File: config.mk
export PLATFORM = sky130hd
export DESIGN_NAME = ffrp_delay_div
export DESIGN_NICKNAME = d
export VERILOG_FILES = /design/src/sv/ffrp_pkg.sv /design/src/sv/ffrp_delay_div.sv
export SDC_FILE = /design/constraint.sdc
export NUM_CORES = 1
export LEC_CHECK = 0
export ABC_AREA = 1
export ABC_CLOCK_PERIOD_IN_PS = 6400
export BUFFER_PORTS_ARGS = -buffer_cell sky130_fd_sc_hd__buf_2
export CORE_ASPECT_RATIO = 1.4
export CORE_UTILIZATION = 38
export CTS_CLUSTER_DIAMETER = 80
export DETAILED_ROUTE_END_ITERATION = 12
export GPL_TIMING_DRIVEN = 0
export PLACE_DENSITY_LB_ADDON = 0.2
export SLEW_MARGIN = 0
export SYNTH_ARGS = -nofsm -noshare
export SYNTH_HDL_FRONTEND = slang
export SYNTH_SLANG_ARGS = --single-unit
File: constraint.sdc
create_clock -name i_clk -period 6.4 [get_ports i_clk]
set_clock_uncertainty 0.1 [all_clocks]
set_input_delay 0.64 -clock i_clk [delete_from_list [all_inputs] [get_ports i_clk]]
set_output_delay 0.64 -clock i_clk [all_outputs]
set_load 0.01 [all_outputs]
File: src/sv/ffrp_pkg.sv
// Shared types, codes and helper functions of the first-fit resource placer.
package ffrp_pkg;

    // Field widths fixed by the request and result formats.
    localparam int AMT_W  = 16;
    localparam int TIME_W = 24;
    localparam int CMD_W  = 2;
    localparam int IDX_W  = 4;
    localparam int OUT_W  = 2;
    localparam int CFG_W  = 5;

    // Largest representable time value.
    localparam logic [TIME_W-1:0] TIME_MAX = {TIME_W{1'b1}};

    // Reset value of the scanned-node count register.
    localparam logic [CFG_W-1:0] NODES_IN_USE_RST = 5'd16;

    // Command codes.
    localparam logic [CMD_W-1:0] CMD_SET_CAP  = 2'd0;
    localparam logic [CMD_W-1:0] CMD_SET_DIST = 2'd1;
    localparam logic [CMD_W-1:0] CMD_PLACE    = 2'd2;
    localparam logic [CMD_W-1:0] CMD_RELEASE  = 2'd3;

    // Outcome codes.
    localparam logic [OUT_W-1:0] OUT_OK       = 2'd0;
    localparam logic [OUT_W-1:0] OUT_NO_FIT   = 2'd1;
    localparam logic [OUT_W-1:0] OUT_DEADLINE = 2'd2;

    // One node's capacities and current loads.
    typedef struct packed {
        logic [AMT_W-1:0] cap_cpu;
        logic [AMT_W-1:0] cap_mem;
        logic [AMT_W-1:0] cap_dsk;
        logic [AMT_W-1:0] load_cpu;
        logic [AMT_W-1:0] load_mem;
        logic [AMT_W-1:0] load_dsk;
    } t_node_rec;

    // True when the free amount (zero if the load exceeds the capacity) covers the need.
    function automatic logic fits_one(input logic [AMT_W-1:0] cap,
                                      input logic [AMT_W-1:0] load,
                                      input logic [AMT_W-1:0] need);
        logic [AMT_W:0] total;
        total = {1'b0, load} + {1'b0, need};
        return ({1'b0, cap} >= total) || (need == '0);
    endfunction

    // Load decreased by an amount, held at zero.
    function automatic logic [AMT_W-1:0] sub_sat(input logic [AMT_W-1:0] load,
                                                 input logic [AMT_W-1:0] amt);
        return (amt >= load) ? '0 : (load - amt);
    endfunction

endpackage

File: src/sv/ffrp_delay_div.sv
// Divides a distance by a fixed constant with a reciprocal multiply and one correction step.
module ffrp_delay_div #(
    parameter int DIVISOR = 5
) (
    input  logic                        i_clk,
    input  logic                        i_rst_n,
    input  logic                        i_start,
    input  logic [ffrp_pkg::AMT_W-1:0]  i_dividend,
    output logic                        o_done,
    output logic [ffrp_pkg::AMT_W-1:0]  o_quotient
);

    localparam int AW     = ffrp_pkg::AMT_W;
    localparam int SHIFT  = 32;
    localparam int MW     = SHIFT + 1;
    localparam int DW     = $clog2(DIVISOR + 1);
    localparam int PW     = AW + MW;
    localparam int QDW    = AW + DW;
    localparam logic [MW-1:0] RECIP = MW'((64'd1 << SHIFT) / DIVISOR);
    localparam logic [DW-1:0] DIV_C = DW'(DIVISOR);

    logic [PW-1:0]  r_prod;
    logic [AW-1:0]  r_x1;
    logic [AW-1:0]  r_x2;
    logic [AW-1:0]  r_q_est;
    logic [2:0]     r_stage;
    logic [AW-1:0]  r_quot;
    logic [QDW-1:0] w_back;
    logic [QDW-1:0] w_rem;

    // Stage valid flags.
    always_ff @(posedge i_clk) begin
        if (!i_rst_n) begin
            r_stage <= '0;
        end else begin
            r_stage <= {r_stage[1:0], i_start};
        end
    end

    // Stage one: multiply by the scaled reciprocal.
    always_ff @(posedge i_clk) begin
        if (i_start) begin
            r_prod <= PW'(i_dividend) * PW'(RECIP);
            r_x1   <= i_dividend;
        end
    end

    // Stage two: the estimate is the true quotient or one below it.
    always_ff @(posedge i_clk) begin
        if (r_stage[0]) begin
            r_q_est <= r_prod[SHIFT +: AW];
            r_x2    <= r_x1;
        end
    end

    // Stage three: the remainder tells whether the estimate needs one more.
    assign w_back = QDW'(r_q_est) * QDW'(DIV_C);
    assign w_rem  = QDW'(r_x2) - w_back;

    always_ff @(posedge i_clk) begin
        if (r_stage[1]) begin
            r_quot <= (w_rem >= QDW'(DIV_C)) ? (r_q_est + AW'(1)) : r_q_est;
        end
    end

    assign o_done     = r_stage[2];
    assign o_quotient = r_quot;

endmodule
# ---- Word-level counts from Yosys, hierarchy flattened
# Index checks and enable logic that the tools add are counted.
# Widths: inputs -> output; s select.
dict set report op_classes {
  n_addsub 2
  mul 2
  magnitude_cmp 1
  muxes 1
}
# operator n
set ops {}
lappend ops {{$mul 16x30->46 const B} 1}
lappend ops {{$ge 19x3->1 const B} 1}
lappend ops {{$sub 16x17->18} 1}
lappend ops {{$mul 14x3->17 const B} 1}
lappend ops {{$add 14x1->15 const B} 1}
lappend ops {{$mux 14} 1}
dict set report word_totals {
  reg_bits 110
  inputBits 19
  out_inout_bits 17
  word_cells 13
}

# ---- Logic depth before layout (Yosys ltp)
# Gate-level depths: netlist (run 1).
dict set report logic_depth {
  depth_word 4
  mapped_depth 26
  depth_no_buf 26
}

# ---- Worst setup path after synthesis (run 1)
# No wires, ideal clock.
dict set report synth_timing {
  path_type {input -> register}
  start {input i_dividend[14] (netlist bit)}
  end {register r_prod[45] (data pin)}
  setup_time_ns 0.253
  t_arrival_ns 5.053
  t_required_ns 6.047
  path_slack_ns 0.994
  cell_stages 22
  n_path_buf 0
  path_cell_list {inv_1 ha_1 inv_1 fa_1 inv_1 fa_1 inv_1 fa_1 fa_1 inv_1 fa_1 inv_1 ha_1 a21oi_1 a21boi_0 nor2_1 nor3_1 nor2_1 o21ai_0 nand3_1 nand2_1 nand2_1}
}
dict set report synth_between {
  elab_chain_cells 1
}
# element line
set synth_lines {}
lappend synth_lines {{start: declaration} ffrp_delay_div.sv:8} ;# input logic [ffrp_pkg::AMT_W-1:0] i_dividend,
lappend synth_lines {{$mul 16x30->46} ffrp_delay_div.sv:43} ;# r_prod <= PW'(i_dividend) * PW'(RECIP);
lappend synth_lines {{end signal: assignment} ffrp_delay_div.sv:43}
lappend synth_lines {{end: declaration} ffrp_delay_div.sv:22} ;# logic [PW-1:0] r_prod;
# No other way between the ends.
# A chain may end at the register's enable or synchronous reset.

# ---- Worst setup path in the final report (run 1)
dict set report layout_timing {
  start {input i_dividend[8] (netlist bit)}
  end {register r_prod[42] (data pin)}
}
# Same word-level chain as after synthesis.

==> results of run 1 <==
[per-stage QoR]
step	setup slack (ns)	instances	utilization, %	instance area, um2	hold WS (ns)
2_1_floorplan	0.994	1132	-	9360	0.300
3_3_place_gp	0.113	1476	41.2	9910	0.304
3_5_place_dp	0.0353	1476	41.2	9910	0.305
4_1_cts	0.387	1492	42.4	10200	0.315
5_1_grt	0.0773	1492	42.4	10200	0.327
6_report	0.368	1492	42.4	10200	0.315
[synth_stat cells, types with 2 or more instances]
master and count:
a211oi_1 3, a21boi_0 2, a21o_1 3, a21oi_1 52, a31oi_1 4, and2_1 2, buf_2 2, buf_4 2
buf_6 2, dfxtp_1 3, edfxtp_1 75, fa_1 70, ha_1 143, inv_1 250, inv_2 4, nand2_1 225
nand2_2 7, nand3_1 51, nand3b_1 6, nand4_1 30, nor2_1 80, nor2_4 2, nor3_1 17, nor4_1 5
o21a_1 5, o21ai_0 28, o21bai_1 8, o31ai_1 5, xnor2_1 11, xor2_1 23
[worst max path at each step]
stage	from	endpoint	slack (ns)	cells after the start
after global routing	i_dividend[8]	r_prod[42]$_DFFE_PP_	0.08	20
after detailed placement	i_dividend[8]	r_prod[42]$_DFFE_PP_	0.04	20
after global placement	i_dividend[8]	r_prod[42]$_DFFE_PP_	0.11	20
after CTS	i_dividend[8]	r_prod[42]$_DFFE_PP_	0.39	20
after floorplan	i_dividend[14]	r_prod[45]$_DFFE_PP_	0.99	22
final	i_dividend[8]	r_prod[42]$_DFFE_PP_	0.37	20
[cells by family (layout without fill, tap and decap cells)]
| family | after synthesis | in the layout |
|---|---|---|
| AOI/OAI and AO/OA | 114 | 114 |
| DFF | 78 | 78 |
| and+or+nand+nor | 431 | 431 |
| other | 1 | 1 |
| adders and majority gates | 213 | 213 |
| xor gates and xnor gates | 34 | 34 |
| buffers and inverters | 261 | 311 |
[layer usage]
metal  global-route usage, %  part of all wire, %  up-vias
li1                        -                    -     3747
met1                    20.2                   37     3442
met2                    40.5                   57      119
met3                    1.08                  1.9       39
met4                    9.90                  4.8        0
met5                       0                    0        -
[registers in the layout, indices dropped and copies added, names as in the netlist]
signal and cells:
r_x1 16, r_x2 16, o_quotient 15, r_prod 14
r_q_est 14, r_stage 3
[cell type report]
cell class              instances  area (um2)
repair buffers                 34         170
flip-flops and latches         78        2310
plain buffers                   7        51.3
fillers                      2439       13900
multi-input cells             793        6040
clock inverters                 7        63.8
clock buffers                   9         225
well taps                     310         388
inverters                     254         953
==> results.ini, run 1 <==
[sta]
slew_headroom_pct=11.9
report.final.setup_viol=0
rsz0062_at_grt=no
worst_pin_slew_ns=1.32
hold_violations=0
clock.fmax_mhz=166
fin_crit_ns=6.03
setup_tns_ns=0
period_share_pct=94.3
maxSlewViolCount=0

[clock_network]
postCtsHoldBufs=0
htree_levels=3
clkSinkCount=78
clock_path_buffers=2
clk_pin_slew_ns=0.07
tritoncts=built
clk_latency_ns=0.33
cts_buffers=9
root_buffer=clkbuf_16
post_cts_resized=0
cts_setup_buffers=0

[placement]
gp_congestion=0.986
hpwl_um=20800
portBuffers=34

[route]
drc=0
wirelength_um=23400
routedWlPerCell_um=15.7
final_antenna_net_count=0
drt-initial-drc-count=306
vias=7347
firstDrtPassIters=5
via_per_inst=4.92

[floorplanning]
core_area_um2=24100
placementRows=67
die_area_um2=25300
die_width_um=135
io_pins=36
die_y_um=188
start_util_pct=38.9

[setup_path]
cp_num_buf_inv=6
crit_family=adder cells
worstSetupPathType=in2reg
required_ns=6.38
crit_path_start_kind=input pin
crit_chain=buf_2, inv_1, ha_1, fa_1, fa_1, inv_1, ha_1, xnor2_1, fa_1, fa_1, inv_1, ha_1, nand2_1, nor2_1, inv_2, buf_2, nor3_2, nand4_1, nand4_1, nand2_1
r2r_end=o_quotient[8]$_DFFE_PP_
arrival_ns=6.01
r2r-start=r_q_est[2]$_DFFE_PP_
slowest_delay_ns=0.55
cp_max_fo=10
worstSetupEndpointType=flip-flop
r2r_cells=17
ff2ff_setup_slack_ns=2.49
cpMaxStageDelayCell=fa_1
cpMostUsedCell=fa_1

[synthesis]
yosysTopAreaCell=edfxtp_1
synth_seq_area_share_pct=24.7
synth_top_family_by_area=adder cells
synthCells=1132
synth_top_area_share_pct=24.1
synth_xor_area_share_pct=3.18
ys_top_cells_by_area=edfxtp_1 24%, ha_1 19%, fa_1 15%
ys_warn_count=0
syn_nets=1364
synth_compound_area_share_pct=7.03
synth_ff_type=edfxtp_1
synth-simple-area-share_pct=20.2
synth_fa_ha_area_share_pct=34.1
synth-seq-cells=78
synthDistinctLibCells=42
synthMuxAreaShare_pct=0
postSynthAreaPerCell_um2=8.27
netlist_area_um2=9360
ys_async_sr_fraction_pct=0
synth-edff-count=75

[min_path]
hold_path.class=reg2reg
hold_start=r_prod[45]$_DFFE_PP_
worstHoldEndpoint=r_q_est[13]$_DFFE_PP_
min_delay_path_depth=0

[final_layout]
final_common_cell=inv_1
layout_common_cells=250 x inv_1, 225 x nand2_1, 143 x ha_1
syn2layout_area_growth_pct=9.05
final_nets=1409
drive_gt1_share_pct=6.35
antenna_cells=0

[global_routing]
grt_pass1_wl_um=38600
antenna_found_initial=0
grt_pass1_vias=7620
grt-ovfl-total=0
track_usage_pct=20.0
grt_max_degree=32

[status]
status=finished, final reports clean

[flow_run]
cap_violations=0

Power of run 1 is not shown: default switching activity piles up to over one toggle a cycle in this logic, so the estimate is an artifact.
==> run 2: changes to the inputs <==
Settings changed: CELL_PAD_IN_SITES_DETAIL_PLACEMENT from default to 1, CELL_PAD_IN_SITES_GLOBAL_PLACEMENT from default to 1.
==> run 2 against run 1 <==
- first-iteration DRC count decreased by 36%
- hold slack improved by 0.00067 ns
- global-route usage grew 2.9 points
- cell area barely moved
- final cell count stayed put
- wire length up 13%
- count of clock-buffer cells in the layout is 1 higher
- sequential cell count unchanged
- non-clock buffer count unchanged
- setup slack improved by 0.053 ns
- sequential share of layout area about the same
- critical endpoint unchanged
==> results.ini, run 2 (same netlist as run 1, synthesis figures left out) <==
[setup_path]
crit_path_start_kind=input pin
cp_num_buf_inv=5  ; -1
worstSetupEndpointType=flip-flop
slowest_delay_ns=0.56  ; about the same
crit_chain=buf_2, inv_1, ha_1, fa_1, fa_1, fa_1, fa_1, fa_1, inv_1, ha_1, nand2_1, nor2_1, inv_2, buf_2, nor3_2, nand4_1, nand4_1, nand2_1
arrival_ns=5.97  ; -0.04 ns
crit_family=adder cells
cpMostUsedCell=fa_1
worstSetupPathType=in2reg
cpMaxStageDelayCell=fa_1
required_ns=6.40  ; +0.02 ns
cp_max_fo=10  ; unchanged

[sta]
maxSlewViolCount=0  ; unchanged
fin_crit_ns=5.98  ; -0.0530 ns
slew_headroom_pct=47.0  ; +35 points
rsz0062_at_grt=no
hold_violations=0  ; unchanged
setup_tns_ns=0  ; unchanged
period_share_pct=93.4  ; -0.83 points
clock.fmax_mhz=167  ; +0.89%
report.final.setup_viol=0  ; unchanged
worst_pin_slew_ns=0.789  ; -0.530 ns

[clock_network]
clk_pin_slew_ns=0.06  ; about the same
post_cts_resized=0  ; unchanged
cts_buffers=9  ; unchanged
clock_path_buffers=2  ; unchanged
tritoncts=built
clk_latency_ns=0.35  ; +0.02 ns
htree_levels=3  ; unchanged
root_buffer=clkbuf_16
clkSinkCount=78  ; unchanged
postCtsHoldBufs=0  ; unchanged
cts_setup_buffers=0  ; unchanged

[route]
final_antenna_net_count=0  ; unchanged
routedWlPerCell_um=17.8  ; +13%
via_per_inst=5.03  ; +2.1%
vias=7503  ; +2.1%
drc=0  ; unchanged
drt-initial-drc-count=196  ; -36%
wirelength_um=26600  ; +13%
firstDrtPassIters=4  ; -1

[final_layout]
layout_common_cells=250 x inv_1, 225 x nand2_1, 143 x ha_1
final_common_cell=inv_1
final_nets=1409  ; unchanged
syn2layout_area_growth_pct=9.16  ; about the same
drive_gt1_share_pct=6.35  ; unchanged
antenna_cells=0  ; unchanged

[flow_run]
cap_violations=0  ; unchanged

[floorplanning]
core_area_um2=24100  ; unchanged
die_y_um=188  ; unchanged
die_area_um2=25300  ; unchanged
placementRows=67  ; unchanged
start_util_pct=38.9  ; unchanged
io_pins=36  ; unchanged
die_width_um=135  ; unchanged

[global_routing]
track_usage_pct=22.9  ; +2.9 points
grt_pass1_vias=8385  ; +10%
grt_max_degree=32  ; unchanged
grt_pass1_wl_um=43700  ; +13%
antenna_found_initial=0  ; unchanged
grt-ovfl-total=0  ; unchanged

[placement]
hpwl_um=23600  ; +14%
portBuffers=34  ; unchanged
gp_congestion=0.906  ; -8.1%

[status]
status=finished, final reports clean

[min_path]
hold_path.class=reg2reg

==> run 2: layer usage <==
| layer | up-vias | part of all wire [%] | track usage (%) | routed length (um) |
|---|---|---|---|---|
| li1 | 3745 | - | - | - |
| met1 | 3627 | 36 | 22.4 | 9570 |
| met2 | 87 | 58 | 46.6 | 15300 |
| met3 | 44 | 1.1 | 1.43 | 303 |
| met4 | 0 | 5.2 | 12.1 | 1380 |
| met5 | - | 0 | 0 | 0 |
==> run 2: worst paths after layout <==
kind,end,slack (ns),startpoint,cells after the start
setup / recovery,r_prod[42]$_DFFE_PP_,0.42,i_dividend[8],18
hold / removal,r_x2[15]$_DFFE_PP_,0.32,r_x1[15]$_DFFE_PP_,0
setup reg to reg,o_quotient[4]$_DFFE_PP_,2.46,r_q_est[3]$_DFFE_PP_,18
hold reg to reg,r_x2[15]$_DFFE_PP_,0.32,r_x1[15]$_DFFE_PP_,0
==> run 2: layout make-up <==
type | count | area (um2)
Buffer | 7 | 51.3
Clock buffer | 10 | 229
Clock inverter | 6 | 68.8
Fill cell | 2943 | 13800
Inverter | 254 | 953
Multi-Input combinational cell | 793 | 6040
Sequential cell | 78 | 2310
Tap cell | 310 | 388
Timing Repair Buffer | 34 | 170
==> run 2: worst register-to-register path: cells and delay by family (launching register included) <==
family	cells	cell delay (ns)
DFF	1	0.57
and+or+nand+nor	12	1.47
buffers and inverters	3	0.31
adders and majority gates	3	1.24
==> run 2: per-stage QoR <==
step	cell area [um2]	instances	setup slack [ns]	hold WS [ns]	util [%]
2_1_floorplan	9360	1132	0.994	0.300	-
3_3_place_gp	9910	1476	0.173	0.302	41.2
3_5_place_dp	9910	1476	0.101	0.306	41.2
4_1_cts	10200	1492	0.447	0.315	42.4
5_1_grt	10200	1492	0.124	0.322	42.5
6_report	10200	1492	0.421	0.315	42.5
Power of run 2 is left out for the same reason.
